**src/rtl/psu_pkg.sv**
```systemverilog
`timescale 1ns / 1ps
// psu_pkg: shared constants, filter codes and the work item type for the png unfilter
// used by psu_front, psu_queue, psu_back, png_scanline_unfilter_core and psu_checker; no dependencies

package psu_pkg;

	// geometry limits
	localparam int MAX_ROW_BYTES   = 8192;
	localparam int MAX_PIXEL_BYTES = 8;
	localparam int ADDR_W          = $clog2(MAX_ROW_BYTES);
	localparam int CNT_W           = ADDR_W + 1;
	localparam int HIST_W          = (MAX_PIXEL_BYTES > 1) ? $clog2(MAX_PIXEL_BYTES) : 1;

	// register widths
	localparam int ROW_BYTES_W = 14;
	localparam int BPP_W       = 4;
	localparam int CFG_DATA_W  = 14;
	localparam int CFG_IDX_W   = 1;
	localparam int CMP_W       = (CNT_W > ROW_BYTES_W) ? CNT_W : ROW_BYTES_W;

	// register reset values
	localparam logic [ROW_BYTES_W-1:0] ROW_BYTES_RST = ROW_BYTES_W'(4);
	localparam logic [BPP_W-1:0]       BPP_RST       = BPP_W'(4);

	// queue between front and back
	localparam int QDEPTH = 4;
	localparam int QPTR_W = $clog2(QDEPTH);

	// stream payload widths
	localparam int BYTE_W = 8;

	// filter types, unsupported types collapse to one code
	typedef enum logic [2:0] {
		FILT_NONE = 3'd0,
		FILT_SUB  = 3'd1,
		FILT_UP   = 3'd2,
		FILT_AVG  = 3'd3,
		FILT_BAD  = 3'd5
	} filter_t;

	// configuration register indexes
	typedef enum logic [CFG_IDX_W-1:0] {
		CFG_ROW_BYTES = 1'd0,
		CFG_BPP       = 1'd1
	} cfg_idx_t;

	// one classified sample handed from front to back
	typedef struct packed {
		logic [ADDR_W-1:0] col;
		logic              first_row;
		filter_t           filt;
		logic              left_ok;
		logic [HIST_W-1:0] bpp_m1;
		logic              last;
		logic [BYTE_W-1:0] data;
	} work_t;

endpackage

```
**src/rtl/psu_queue.sv**
```systemverilog
`timescale 1ns / 1ps
// psu_queue: short fifo of work items between the front and the back end
// depends on psu_pkg

module psu_queue (
	input  logic           clk,
	input  logic           arst_n,
	input  logic           push,
	input  psu_pkg::work_t push_item,
	input  logic           pop,
	output logic           full,
	output logic           valid,
	output psu_pkg::work_t head
);

	psu_pkg::work_t                entry_q [psu_pkg::QDEPTH];
	logic [psu_pkg::QPTR_W-1:0]    wr_ptr_q;
	logic [psu_pkg::QPTR_W-1:0]    rd_ptr_q;
	logic [psu_pkg::QPTR_W:0]      count_q;

	assign full  = count_q == (psu_pkg::QPTR_W + 1)'(psu_pkg::QDEPTH);
	assign valid = count_q != '0;
	assign head  = entry_q[rd_ptr_q];

	// storage
	always_ff @(posedge clk) begin
		if (push) begin
			entry_q[wr_ptr_q] <= push_item;
		end
	end

	// pointers and fill level
	always_ff @(posedge clk or negedge arst_n) begin
		if (!arst_n) begin
			wr_ptr_q <= '0;
			rd_ptr_q <= '0;
			count_q  <= '0;
		end else begin
			if (push) begin
				wr_ptr_q <= wr_ptr_q + psu_pkg::QPTR_W'(1);
			end
			if (pop) begin
				rd_ptr_q <= rd_ptr_q + psu_pkg::QPTR_W'(1);
			end
			case ({push, pop})
				2'b10:   count_q <= count_q + (psu_pkg::QPTR_W + 1)'(1);
				2'b01:   count_q <= count_q - (psu_pkg::QPTR_W + 1)'(1);
				default: count_q <= count_q;
			endcase
		end
	end

endmodule

```
**config.mk**
```make
export PLATFORM = sky130hd
export DESIGN_NAME = psu_queue
export DESIGN_NICKNAME = d
export VERILOG_FILES = /design/src/rtl/psu_pkg.sv /design/src/rtl/psu_queue.sv
export SDC_FILE = /design/constraint.sdc
export NUM_CORES = 1
export LEC_CHECK = 0
export ABC_AREA = 0
export BUFFER_PORTS_ARGS = -buffer_cell sky130_fd_sc_hd__buf_2
export CELL_PAD_IN_SITES_DETAIL_PLACEMENT = 0
export CELL_PAD_IN_SITES_GLOBAL_PLACEMENT = 2
export CORE_ASPECT_RATIO = 0.7
export CORE_MARGIN = 3
export CORE_UTILIZATION = 30
export CTS_CLUSTER_SIZE = 24
export DETAILED_ROUTE_END_ITERATION = 12
export PLACE_DENSITY_LB_ADDON = 0.08
export SKIP_CTS_REPAIR_TIMING = 1
export SLEW_MARGIN = 25
export SYNTH_ARGS = -nofsm -noshare
export SYNTH_HDL_FRONTEND = slang
export SYNTH_SLANG_ARGS = --single-unit
```
**constraint.sdc**
```tcl
create_clock -name clk -period 4.05 [get_ports clk]
set_input_delay 0.405 -clock clk [delete_from_list [all_inputs] [get_ports clk]]
set_output_delay 0.405 -clock clk [all_outputs]
set_load 0.03 [all_outputs]
```
==> out/results.txt <==
In this run the clock root is driven by a sky130_fd_sc_hd__clkbuf_16. After Yosys synthesis, full adders, half adders and majority gates account for 1.73% of the synthesized area. The global-route track usage on met2 was 15.6%; the met3 layer usage reported by global route was 4.08%. The critical path in this run is classified as reg2out.

At the worst endpoint, the required time is 3640 ps. The share of the synthesized netlist area taken by xor and xnor gates is 1.10%, and the first-iteration detailed-routing DRC count is 109. Summing internal, switching and leakage power gives 4.74 mW.

For the pin with the worst max-slew slack, the measured transition is 879 ps. After detailed routing, the number of vias per cell comes to 4.55. After synthesis, the largest family of logic cells by area is multiplexers. The detail route stage leaves a number of antenna-violating nets equal to 0. Measured in cells, the most critical reg-to-reg path has a length of 3. Number of cells produced by synthesis: 190.

Entering global routing, the biggest net connects 32 pins. The critical path buffer and inverter count came out at 2. The logs give 17 for the clock buffer count from CTS and 3.20 mW for the cell-internal power. Dividing total power by cell area gives a power density of 811 nW/um^2. Data on the critical path arrives at its endpoint at 2390 ps. Library cell occupying the most area in the post-synthesis netlist: sky130_fd_sc_hd__edfxtp_1.

The initial antenna violation count came out at 0. The largest driver fanout on the critical path is 19, and the number of different library cells in the post-synthesis netlist is 19. Of the synthesized area, sequential elements account for 79.4%.

Walking the worst path, the cells encountered are buf_4 > mux4_2 > buf_2. In this run the tightest slew margin relative to its limit is 41.4%. The worst clock skew was 6.02 ps. Setup violations remaining at the end of the flow were counted as 0. In the routed design, unresolved DRC markers number 0. The ratio of final minimum period to clock period was 69.0%. Relative to the synthesized area, the layout overhead comes to 22.8%. The logs give 0.633 for the placer's final routability congestion estimate and 2314 for the via count of the first global-routing pass. The number of failing hold endpoints at the final stage was 0. Once the floorplan was initialized, standard cells occupied 31.5% of the core. The first global-routing pass estimated 13800 um of wire.

After synthesis, the largest area contributor takes up 75.7% of total cell area. For the number of I/O pins, the log shows 66. The class of the tightest hold or removal check is in2reg. The clock network burns 31.3% of the power. The critical path depth in cells is 3, and the horizontal die dimension is 157 um.

The logs give 5160 um for the detailed placement HPWL and 230 for the net count of the mapped netlist. The startpoint of the lowest-slack register-to-register path is wr_ptr_q[0]$_DFFE_PN0P_. The portion of total power attributed to combinational logic was 28.0%.

The library cells used most frequently in the layout, excluding fill and tap cells, are sky130_fd_sc_hd__edfxtp_1, sky130_fd_sc_hd__buf_2, sky130_fd_sc_hd__mux4_2. Timing analysis after detailed placement gives a worst setup slack of 1600 ps. For hold timing, the worst endpoint is entry_q[2][26]$_DFFE_PP_.

For the worst-skew pair, the clock arrives at the later sink with an insertion delay of 400 ps. For this run, global-route usage on met1 was measured as 15.2%. Family with the most delay on the worst path: flip-flops. The worst setup path is launched from a flop. The commonest non-fill, non-tap cell in the layout is sky130_fd_sc_hd__edfxtp_1.

The y dimension of the die is 111 um, and the worst reg-to-reg setup slack is 2290 ps. Clock-pin slew was measured on the worst setup and hold paths at 60 ps. After filler insertion, the fill cell instance count of the layout stands at 1364. The sink count of the clock tree was 127. The tool flagged a number of max-cap violations equal to 0. A synthesized cell averages 25.1 um^2. The flow ran to the end, and the final reports show no timing, DRC or antenna violations. The share of cell area taken by muxes after synthesis came out at 14.6%. The cell area after synthesis is 4760 um^2, and the proportion of layout cells with a drive suffix above 1 is 45.6%. For this block, the routed nets add up to 8920 um of wire. The run gives 1260 ps as the worst-case setup margin in the final layout.

The die covers 17400 um^2. After global routing, the most crowded layer is met2. After detailed routing, the average wire length per cell comes to 18.7 um. The routed layout has 2164 vias.

The analysis attributes to net switching a power of 1.54 mW. Among all stages on the critical path, the largest delay is contributed by sky130_fd_sc_hd__dfrtp_2. On the worst path, the slowest cell contributes a delay of 780 ps. The depth of the CTS H-tree is 4, and the final-stage net count is 309. Yosys attributes the largest share of cell area to sky130_fd_sc_hd__edfxtp_1, sky130_fd_sc_hd__mux4_2, sky130_fd_sc_hd__dfrtp_1. The highest achievable clock rate was 358 MHz. In this run the static leakage power is 2.03 nW.

Sort of element at the end of the critical path: a primary output. The floorplan has 37 rows. The run gives 0 ps as the setup TNS. Setup repair after global routing left no endpoint under its margin. The port buffer count was 65; the final antenna diode count was 0. Total of warnings raised by yosys: 0. The maximum root-to-sink buffer count was 2. The global-route total usage across every layer was 11.0%; the minimum clock period was 2790 ps.

Once layout is complete, the utilization of the core stands at 38.7%. After global routing the overflow that remains totals 0. The hold-critical path depth was 1. In this run switching power makes up 32.5% of total power. In this run the most critical hold path is launched from push_item[26]. The tools report the first-pass iteration count of the detailed router as 4. The sequential share of power was 40.7%. TritonCTS built the clock tree.

Summing the areas of all compound-gate instances in the mapped netlist gives 0.105% of the synthesized area. The destination of the worst register-to-register timing path was entry_q[0][28]$_DFFE_PP_. The area of the core region is 15100 um^2, and the area fraction in and, or, nand and nor cells after synthesis is 1.05%. The run gives 0 as the number of max-slew violations in the final report. IR analysis of the VDD net gives a maximum drop of 0.000327 V. In this run, synthesis produced a sequential element count of 127.
-- synth_stat cells, drive strengths merged --
library cell,instances
fa,1
and2,4
edfxtp,120
buf,7
ha,5
mux4,30
mux2,1
o21ai,1
nor2,1
inv,3
nand2,2
xnor2,3
xor2,3
nor3b,1
dfrtp,7
or3,1
-- power by group through the flow --
stage	Sequential, mW	Combinational (mW)	Clock [mW]
after floorplan	1.81	1.16	0
after global placement	1.97	1.36	0
after detailed placement	1.96	1.36	0
after CTS	1.94	1.37	1.52
after global routing	1.97	1.42	1.59
final	1.93	1.33	1.48
-- worst reg2reg max path, delay by kind of cell, from the launching register on --
family	cells	cell delay, ps
adder cells (fa/ha/maj)	1	140
AND/OR/NAND/NOR	1	720
flip-flops	1	420
buffers and inverters	1	100
-- state kept, by name, summed over array words and instances (netlist names) --
register  count
wr_ptr_q      2
rd_ptr_q      2
count_q       3
entry_q     120
-- cells by family (layout without fill, tap and decap cells) --
group	after synthesis	after routing
flip-flops	127	127
multiplexers	31	31
buffers and inverters	10	101
AND/OR/NAND/NOR	9	9
adder cells (fa/ha/maj)	6	6
XOR/XNOR	6	6
AO/OA/AOI/OAI	1	1
-- stage by stage --
stage               hold slack, ps  instance area (um^2)  std cells
floorplan                      109                  4760        190
global placement               259                  5260        444
detailed placement             256                  5260        444
CTS                           -188                  5840        475
global route                   198                  5850        476
finish                         212                  5850        476
-- final cells by class --
cell class | instances | area, um^2 | share of cell area [%]
Timing Repair Buffer | 67 | 343 | 5.86
Clock inverter | 12 | 145 | 2.48
Tap cell | 195 | 244 | 4.17
Multi-Input combinational cell | 53 | 890 | 15.2
Sequential cell | 127 | 3780 | 64.7
Inverter | 3 | 11.3 | 0.193
Clock buffer | 19 | 433 | 7.40
-- worst max-delay path by stage --
stage,from,end,slack [ps]
3_3_place_gp,rd_ptr_q[0]$_DFFE_PN0P_,head[20],1610
6_report,rd_ptr_q[0]$_DFFE_PN0P_,head[22],1260
3_5_place_dp,rd_ptr_q[0]$_DFFE_PN0P_,head[20],1600
5_1_grt,rd_ptr_q[0]$_DFFE_PN0P_,head[22],1080
2_1_floorplan,wr_ptr_q[0]$_DFFE_PN0P_,entry_q[0][0]$_DFFE_PP_,2290
4_1_cts,rd_ptr_q[0]$_DFFE_PN0P_,head[22],1150
-- routing by layer --
| layer | wire, um | vias to the layer above |
|---|---|---|
| li1 | - | 955 |
| met5 | 0 | - |
| met1 | 4340 | 1143 |
| met4 | 117 | 0 |
| met2 | 4030 | 52 |
| met3 | 431 | 14 |
Power figures use the tool's default switching activity.
