### config.mk
export PLATFORM = sky130hd
export DESIGN_NAME = psu_front
export DESIGN_NICKNAME = d
export VERILOG_FILES = /design/src/rtl/psu_pkg.sv /design/src/rtl/psu_front.sv
export SDC_FILE = /design/constraint.sdc
export NUM_CORES = 1
export LEC_CHECK = 0
export ABC_AREA = 0
export BUFFER_PORTS_ARGS = -buffer_cell sky130_fd_sc_hd__buf_4
export CAP_MARGIN = 20
export CORE_UTILIZATION = 49
export CTS_CLUSTER_SIZE = 28
export DETAILED_ROUTE_END_ITERATION = 8
export PLACE_DENSITY = 0.75
export REMOVE_ABC_BUFFERS = 1
export SYNTH_ARGS = -nofsm -noshare
export SYNTH_HDL_FRONTEND = slang
export SYNTH_SLANG_ARGS = --single-unit
### constraint.sdc
create_clock -name clk -period 6.1 [get_ports clk]
set_input_delay 0.305 -clock clk [delete_from_list [all_inputs] [get_ports clk]]
set_output_delay 0.305 -clock clk [all_outputs]
set_load 0.02 [all_outputs]
### src/rtl/psu_pkg.sv
`timescale 1ns / 1ps
// psu_pkg: shared constants, filter codes and the work item type for the png unfilter
// used by psu_front, psu_queue, psu_back, png_scanline_unfilter_core and psu_checker; no dependencies

package psu_pkg;

	// geometry limits
	localparam int MAX_ROW_BYTES   = 8192;
	localparam int MAX_PIXEL_BYTES = 8;
	localparam int ADDR_W          = $clog2(MAX_ROW_BYTES);
	localparam int CNT_W           = ADDR_W + 1;
	localparam int HIST_W          = (MAX_PIXEL_BYTES > 1) ? $clog2(MAX_PIXEL_BYTES) : 1;

	// register widths
	localparam int ROW_BYTES_W = 14;
	localparam int BPP_W       = 4;
	localparam int CFG_DATA_W  = 14;
	localparam int CFG_IDX_W   = 1;
	localparam int CMP_W       = (CNT_W > ROW_BYTES_W) ? CNT_W : ROW_BYTES_W;

	// register reset values
	localparam logic [ROW_BYTES_W-1:0] ROW_BYTES_RST = ROW_BYTES_W'(4);
	localparam logic [BPP_W-1:0]       BPP_RST       = BPP_W'(4);

	// queue between front and back
	localparam int QDEPTH = 4;
	localparam int QPTR_W = $clog2(QDEPTH);

	// stream payload widths
	localparam int BYTE_W = 8;

	// filter types, unsupported types collapse to one code
	typedef enum logic [2:0] {
		FILT_NONE = 3'd0,
		FILT_SUB  = 3'd1,
		FILT_UP   = 3'd2,
		FILT_AVG  = 3'd3,
		FILT_BAD  = 3'd5
	} filter_t;

	// configuration register indexes
	typedef enum logic [CFG_IDX_W-1:0] {
		CFG_ROW_BYTES = 1'd0,
		CFG_BPP       = 1'd1
	} cfg_idx_t;

	// one classified sample handed from front to back
	typedef struct packed {
		logic [ADDR_W-1:0] col;
		logic              first_row;
		filter_t           filt;
		logic              left_ok;
		logic [HIST_W-1:0] bpp_m1;
		logic              last;
		logic [BYTE_W-1:0] data;
	} work_t;

endpackage

### src/rtl/psu_front.sv
`timescale 1ns / 1ps
// psu_front: configuration registers, row tracking and classification of input bytes
// depends on psu_pkg

module psu_front (
	input  logic                              clk,
	input  logic                              arst_n,
	input  logic                              cfg_we,
	input  logic [psu_pkg::CFG_IDX_W-1:0]     cfg_index,
	input  logic [psu_pkg::CFG_DATA_W-1:0]    cfg_data,
	input  logic                              in_fire,
	input  logic [psu_pkg::BYTE_W-1:0]        in_byte,
	input  logic                              in_soi,
	output logic                              push,
	output psu_pkg::work_t                    push_item
);

	logic [psu_pkg::ROW_BYTES_W-1:0] row_bytes_q;
	logic [psu_pkg::BPP_W-1:0]       bpp_q;
	logic [psu_pkg::ADDR_W-1:0]      col_q;
	logic                            awaiting_q;
	logic                            first_row_q;
	psu_pkg::filter_t                filt_q;

	logic [psu_pkg::CMP_W-1:0]       row_ext;
	logic [psu_pkg::CNT_W-1:0]       len_eff;
	logic [psu_pkg::BPP_W-1:0]       bpp_eff;
	logic                            is_filter;
	logic                            last;
	psu_pkg::filter_t                new_filt;

	// configuration writes
	always_ff @(posedge clk or negedge arst_n) begin
		if (!arst_n) begin
			row_bytes_q <= psu_pkg::ROW_BYTES_RST;
			bpp_q       <= psu_pkg::BPP_RST;
		end else if (cfg_we) begin
			case (psu_pkg::cfg_idx_t'(cfg_index))
				psu_pkg::CFG_ROW_BYTES: row_bytes_q <= psu_pkg::ROW_BYTES_W'(cfg_data);
				psu_pkg::CFG_BPP:       bpp_q       <= psu_pkg::BPP_W'(cfg_data);
				default: ;
			endcase
		end
	end

	// clamp row length and pixel size into their legal ranges
	always_comb begin
		row_ext = psu_pkg::CMP_W'(row_bytes_q);
		if (row_ext == '0) begin
			len_eff = psu_pkg::CNT_W'(1);
		end else if (row_ext > psu_pkg::CMP_W'(psu_pkg::MAX_ROW_BYTES)) begin
			len_eff = psu_pkg::CNT_W'(psu_pkg::MAX_ROW_BYTES);
		end else begin
			len_eff = psu_pkg::CNT_W'(row_ext);
		end
		if (bpp_q == '0) begin
			bpp_eff = psu_pkg::BPP_W'(1);
		end else if (bpp_q > psu_pkg::BPP_W'(psu_pkg::MAX_PIXEL_BYTES)) begin
			bpp_eff = psu_pkg::BPP_W'(psu_pkg::MAX_PIXEL_BYTES);
		end else begin
			bpp_eff = bpp_q;
		end
	end

	// classify the byte
	always_comb begin
		is_filter = in_soi | awaiting_q;
		last      = (psu_pkg::CNT_W'(col_q) + psu_pkg::CNT_W'(1)) >= len_eff;
		if (in_byte > psu_pkg::BYTE_W'(3)) begin
			new_filt = psu_pkg::FILT_BAD;
		end else begin
			new_filt = psu_pkg::filter_t'(in_byte[2:0]);
		end
	end

	// work item for the back end
	always_comb begin
		push                = in_fire & ~is_filter;
		push_item.col       = col_q;
		push_item.first_row = first_row_q;
		push_item.filt      = filt_q;
		push_item.left_ok   = psu_pkg::CNT_W'(col_q) >= psu_pkg::CNT_W'(bpp_eff);
		push_item.bpp_m1    = psu_pkg::HIST_W'(bpp_eff - psu_pkg::BPP_W'(1));
		push_item.last      = last;
		push_item.data      = in_byte;
	end

	// row position and filter state
	always_ff @(posedge clk or negedge arst_n) begin
		if (!arst_n) begin
			col_q       <= '0;
			awaiting_q  <= 1'b1;
			first_row_q <= 1'b1;
			filt_q      <= psu_pkg::FILT_NONE;
		end else if (in_fire) begin
			if (is_filter) begin
				filt_q     <= new_filt;
				col_q      <= '0;
				awaiting_q <= 1'b0;
				if (in_soi) begin
					first_row_q <= 1'b1;
				end
			end else if (last) begin
				col_q       <= '0;
				awaiting_q  <= 1'b1;
				first_row_q <= 1'b0;
			end else begin
				col_q <= col_q + psu_pkg::ADDR_W'(1);
			end
		end
	end

endmodule

==> results of run 1 <==
[final timing paths]
check                                       from                          end  slack [ns]  cells after the start
setup reg to reg            col_q[0]$_DFFE_PN0P_       awaiting_q$_DFFE_PN1P_        3.30                     12
max in group asynchronous                 arst_n   row_bytes_q[2]$_DFFE_PN1P_        5.24                      2
min in group asynchronous                 arst_n        col_q[10]$_DFFE_PN0P_        0.50                      2
hold reg to reg            filt_q[1]$_DFFE_PN0P_        filt_q[1]$_DFFE_PN0P_        0.50                      2
hold / removal                      cfg_data[13]  row_bytes_q[13]$_DFFE_PN0P_        0.23                      3
setup / recovery            col_q[0]$_DFFE_PN0P_                 push_item[8]        2.80                     12
[area by class of cell]
type / instances / area [µm²] / share of cell area [%]
Clock buffer: 7 / 96.3 / 3.46
Clock inverter: 1 / 30.0 / 1.08
Inverter: 10 / 37.5 / 1.35
Multi-Input combinational cell: 151 / 1190 / 42.9
Sequential cell: 36 / 906 / 32.6
Tap cell: 52 / 65.1 / 2.34
Timing Repair Buffer: 60 / 453 / 16.3
[cells in the final DEF, fill, tap and decap left out, types with 5 or more instances in the layout]
cell type  instances
o21ai_0            7
nand2_1           27
a21oi_1           10
nor2_1            10
buf_4             59
ha_1              20
a32o_1            12
clkbuf_8           7
mux2_2            16
xor2_1             5
dfrtp_1           32
inv_1             10
[power by group]
group / total [mW] / switching [mW] / internal [mW] / leakage [nW]
sequential: 0.281 / 0.0193 / 0.262 / 0.444
clock: 0.228 / 0.0835 / 0.144 / 0.0645
combinational: 0.161 / 0.0839 / 0.0775 / 0.873
total: 0.670 / 0.187 / 0.484 / 1.38
[Yosys cell counts (4+ instances only)]
cell type / number
ha_1: 20
xor2_1: 5
mux2_2: 16
nand2_1: 27
nor4_1: 4
a21oi_1: 10
nand4_1: 4
inv_1: 10
dfrtp_1: 32
xnor2_1: 4
o21ai_0: 7
buf_4: 10
a32o_1: 12
dfstp_2: 4
nor2_1: 10
[cell families (layout without fill, tap and decap cells)]
logic type	Yosys count	after routing	share of synthesized area, %
buf+inv	26	78	7.24
compound gates	36	36	11.8
mux	17	17	8.40
fa+ha+maj	20	20	11.1
flops	36	36	40.0
simple gates	66	66	15.9
xor+xnor	12	12	5.64
[layer usage]
| metal | up-vias | share of wire [%] |
|---|---|---|
| met5 | - | 0 |
| met2 | 52 | 46 |
| met1 | 829 | 46 |
| met4 | 0 | 2.1 |
| met3 | 8 | 5.4 |
| li1 | 861 | - |
[critical path, delay by kind of cell, from the launching register on]
kind,cells,cell delay (ns)
compound gates,3,0.65
xor+xnor,1,0.17
fa+ha+maj,2,0.49
buf+inv,2,0.29
flops,1,0.45
simple gates,4,0.64
[sequential cells by signal, indices dropped and copies added (netlist names)]
register	count
col_q	13
row_bytes_q	14
filt_q	3
bpp_q	4
awaiting_q	1
first_row_q	1
[stage by stage]
step / total power [mW] / area (µm²)
floorplan: 0.378 / 2140
global placement: 0.443 / 2640
detailed placement: 0.448 / 2650
CTS: 0.678 / 2780
global route: 0.710 / 2780
finish: 0.670 / 2780
==> metrics.md, run 1 <==
| Metric | Value |
|---|---|
| Status | finished, final reports clean |
| Final setup viols | 0 |
| Inst Count DP | 308 |
| Share of layout cells above drive strength 1 | 37.4% |
| Sequential element share of the synthesized area | 40.0% |
| CP most frequent cell | ha_1 |
| Top FF cell, synth | dfrtp_1 |
| GRT Total Usage | 20.6% |
| Top cell type by total area after synthesis | dfrtp_1 |
| Detailed-route wire length per cell | 14.1 µm |
| DRT iter0 DRCs | 92 |
| CTS max path bufs | 2 |
| Worst Setup Start Kind | flip-flop |
| Max Freq | 303 MHz |
| Fraction of the cycle the final worst path needs | 54.1% |
| Crit Path Max Fanout | 13 |
| Period minus WS final | 3.30 ns |
| Largest net degree at the start of global routing | 37 |
| Die area | 4900 µm² |
| Post-Route Setup TNS | 0 ns |
| Antenna violations before repair | 0 |
| Min-delay worst type | in -> reg |
| Fillers | 386 |
| Required time worst endpoint | 5.79 ns |
| Synth Instances | 213 |
| Post-DP HPWL | 3480 µm |
| Setup bufs post-CTS | 0 |
| Total Routed Length | 4480 µm |
| CTS tree | yes |
| Die Y | 70.0 µm |
| Vias/cell | 5.52 |
| TritonCTS buffer count | 5 |
| Boundary pin count | 59 |
| Vias post-DR | 1750 |
| Avg Cell Area, Syn | 10.6 µm² |
| Worst Tran Pin Value | 0.639 ns |
| Relative slew slack | 57.3% |
| Core Area | 4380 µm² |
| Post-cts gate resize count | 0 |
| Diode count | 0 |
| Yosys cell types | 41 |
| GR Overflow Total | 0 |
| Post-synth top area share | 35.4% |
| Met2 Resource Use GR | 33.4% |
| Post-CTS Hold Fix Bufs | 1 |
| Worst setup EP type | output pin |
| Global-route wire length before repair | 7930 µm |
| Global routing usage on met1 | 26.6% |
| EDFF count, synth | 0 |
| Final Hold Fails | 0 |
| WP data arrival | 2.99 ns |
| Htree depth | 2 |
| DRT Pass-1 Iters | 4 |
| Post-Syn Area | 2260 µm² |
| Die Wd | 70.0 µm |
| Routability Congestion | 0.861 |
| Remaining routing DRC violations | 0 |
| GRT Max-Usage Layer | met2 |
| Vias in the first global route | 1776 |
| Slowest stage delay, CP | 0.45 ns |
| # clock sinks | 36 |
| Antenna Nets Post-Route | 0 |
| Synth area leaders | dfrtp_1 35%, ha_1 11%, mux2_2 8.0%, a32o_1 5.3%, dfstp_2 4.6% |
| Critical Path, Cell by Cell | ha_1, nand3_2, nor3_2, and2_1, xor2_2, ha_1, nand4_1, o221ai_1, a21oi_1, o21a_2, inv_1, buf_4 |
| Area delta synth->final | 22.9% |
| Final std cells w/o fill | 317 |
| Leakage | 1.38 nW |
| Final core occ | 63.4% |
| Port bufs | 58 |
| Final worst setup slack | 2.80 ns |
| CP Class | reg -> out |
| Synth warn | 0 |
| Async SR Flop Fraction | 100% |
| Reg clk slew, reported paths | 0.08 ns |
| Slowest library cell on the worst path | dfrtp_1 |
| #FFs+latches synth | 36 |
| Met3 GRT Util | 4.62% |
| Final nets | 312 |
| Max-cap violation count | 0 |
| Power Dens Cells | 241 nW/µm² |
| Fin. max-slew vios | 0 |
| Initial core utilization | 51.6% |
| Clk Latency, worst-skew pair | 0.29 ns |
| # rows | 24 |
| Final worst hold slack | 0.226 ns |
| RSZ-0062 raised after global routing | no |
| Worst VDD drop | 0.174 mV |
| Place WS | 3.12 ns |
| CTS root buf | clkbuf_8 |
| Clock skew | 0.0105 ns |
Power figures use the tool's default switching activity.
==> inputs of run 2 (changes only) <==
- CORE_UTILIZATION: 49 -> 48
- PLACE_DENSITY: 0.75 -> 0.76
- clock period: 6.1 -> 3 ns (I/O delays scaled with it)
==> metrics.md, run 2 (synthesized netlist as in run 1, its figures left out) <==
| Metric | Value |
|---|---|
| Status | finished with violations |
| Failing checks | design-rule violations |
| Remaining routing DRC violations | 8 |
| CTS max path bufs | 2 |
| Worst Hold End | row_bytes_q[13]$_DFFE_PN0P_ |
| Reg clk slew, reported paths | 0.07 ns |
| Fillers | 385 |
| Min-delay worst type | in -> reg |
| Area delta synth->final | 22.6% |
| Top Registers | row_bytes_q: 14 flops, col_q: 13 flops, bpp_q: 4 flops |
| Largest delay share family, worst path | compound AO/OA/AOI/OAI gates |
| # clock sinks | 36 |
| Slowest library cell on the worst path | dfrtp_2 |
| Final std cells w/o fill | 320 |
| RSZ-0062 raised after global routing | no |
| RR Endpoint | col_q[11]$_DFFE_PN0P_ |
| Worst setup EP type | output pin |
| CTS tree | yes |
| Total Routed Length | 4480 µm |
| GRT Total Usage | 19.6% |
| Clk Latency, worst-skew pair | 0.29 ns |
| Die Y | 70.7 µm |
| Power Dens Cells | 455 nW/µm² |
| Die Wd | 70.7 µm |
| Hold wc startpoint | cfg_data[13] |
| Buf/Inv on CP | 2 |
| Reg2reg setup slack | 0.34 ns |
| CP most frequent cell | a21oi_1 |
| Sequential cell area | 911 µm² |
| Inst Count DP | 308 |
| Worst Setup Start Kind | flip-flop |
| Worst Tran Pin Value | 0.622 ns |
| Slowest stage delay, CP | 0.45 ns |
| CTS root buf | clkbuf_8 |
| Leakage | 1.37 nW |
| Port bufs | 58 |
| Required time worst endpoint | 2.85 ns |
| Vias/cell | 5.46 |
| Biggest register | row_bytes_q |
| Final nets | 315 |
| Diode count | 0 |
| Multi-input gate area | 1200 µm² |
| Share of layout cells above drive strength 1 | 39.2% |
| DRT Pass-1 Iters | 6 |
| Final worst hold slack | 0.0617 ns |
| Max Freq | 359 MHz |
| Final Hold Fails | 0 |
| Period minus WS final | 2.78 ns |
| Post-DP HPWL | 3410 µm |
| Largest net degree at the start of global routing | 37 |
| R2R depth | 11 |
| Antenna violations before repair | 0 |
| Routability Congestion | 0.881 |
| Core Area | 4440 µm² |
| CP Class | reg -> out |
| Boundary pin count | 59 |
| Post-Route Setup TNS | 0 ns |
| Max-cap violation count | 0 |
| Crit Path Max Fanout | 7 |
| Pwr Total | 1.26 mW |
| Detailed-route wire length per cell | 14.0 µm |
| # rows | 24 |
| Relative slew slack | 58.4% |
| DP Area | 2650 µm² |
| GR Overflow Total | 0 |
| Commonest non-fill, non-tap cells in the layout | 62 x buf_4, 28 x dfrtp_1, 27 x nand2_1, 19 x ha_1, 16 x mux2_2 |
| Antenna Nets Post-Route | 0 |
| Die area | 4990 µm² |
| Commonest non-fill, non-tap cell in the layout | buf_4 |
| Vias post-DR | 1746 |
| Global-route wire length before repair | 7620 µm |
| Htree depth | 2 |
| WP data arrival | 2.63 ns |
| Vias in the first global route | 1617 |
| Critical Path, Cell by Cell | nand4_2, nor3_4, nand3_2, xnor2_2, ha_1, a21oi_1, o221ai_1, a21oi_1, o21a_2, inv_1, buf_4 |
| Worst VDD drop | 0.334 mV |
| TritonCTS buffer count | 5 |
| Max reg flops | 14 |
| DRT iter0 DRCs | 104 |
| Initial core utilization | 50.9% |
| Fraction of the cycle the final worst path needs | 92.8% |
| CP Depth | 11 |
| Worst r2r src | col_q[2]$_DFFE_PN0P_ |
| Fin. max-slew vios | 0 |
| Final Cell Area | 2780 µm² |
| Clock skew | 0.00560 ns |
| Worst Hold Depth | 3 |
| Final setup viols | 0 |
[run 2: cell types whose count changed in the layout (fill, tap and decap cells not counted), sizes merged]
cell / previous run / this run
clkbuf: 7 / 8
buf: 59 / 62
bufinv: 1 / 0
[run 2: metrics by stage]
stage                     setup slack, ns  util [%]
final                               0.215      62.4
after global routing               0.0481      62.4
after CTS                          0.0855      61.9
after detailed placement            0.224      59.5
after global placement              0.280      59.5
after floorplan                     0.281         -
[run 2: worst max-delay path by stage]
stage | startpoint | end
CTS | col_q[1]$_DFFE_PN0P_ | push_item[8]
global placement | col_q[0]$_DFFE_PN0P_ | push_item[8]
detailed placement | col_q[1]$_DFFE_PN0P_ | push_item[8]
floorplan | col_q[1]$_DFFE_PN0P_ | awaiting_q$_DFFE_PN1P_
finish | col_q[2]$_DFFE_PN0P_ | push_item[8]
global route | col_q[5]$_DFFE_PN0P_ | push_item[8]
[run 2: area by class of cell]
| type | instances | area share (%) |
|---|---|---|
| Tap cell | 52 | 2.34 |
| Inverter | 10 | 1.35 |
| Clock buffer | 8 | 3.25 |
| Multi-Input combinational cell | 151 | 43.1 |
| Timing Repair Buffer | 63 | 17.1 |
| Sequential cell | 36 | 32.8 |
[run 2: timing repair]
item	in CTS	in global routing
setup endpoints to repair	1	1
hold endpoints to repair	32	0
resized for setup	0	5
buffers inserted	1	2
hold buffers	1	0
pin swaps	0	1
[run 2: layer usage]
layer	vias to the layer above	part of all wire [%]	track usage [%]
met5	-	0	0
met4	0	1.7	6.67
met3	8	4.5	5.13
met2	44	47	30.0
met1	830	47	27.3
li1	864	-	-
[run 2: report_power, final]
part / internal, mW / switching, mW
sequential: 0.534 / 0.0389
clock: 0.187 / 0.169
combinational: 0.164 / 0.171
[run 2: worst reg2reg max path: cells and delay by family (launching register included)]
kind	cells	cell delay [ns]
buf+inv	1	0.18
compound gates	2	0.50
xor+xnor	1	0.16
flops	1	0.45
simple gates	6	0.96
fa+ha+maj	1	0.30
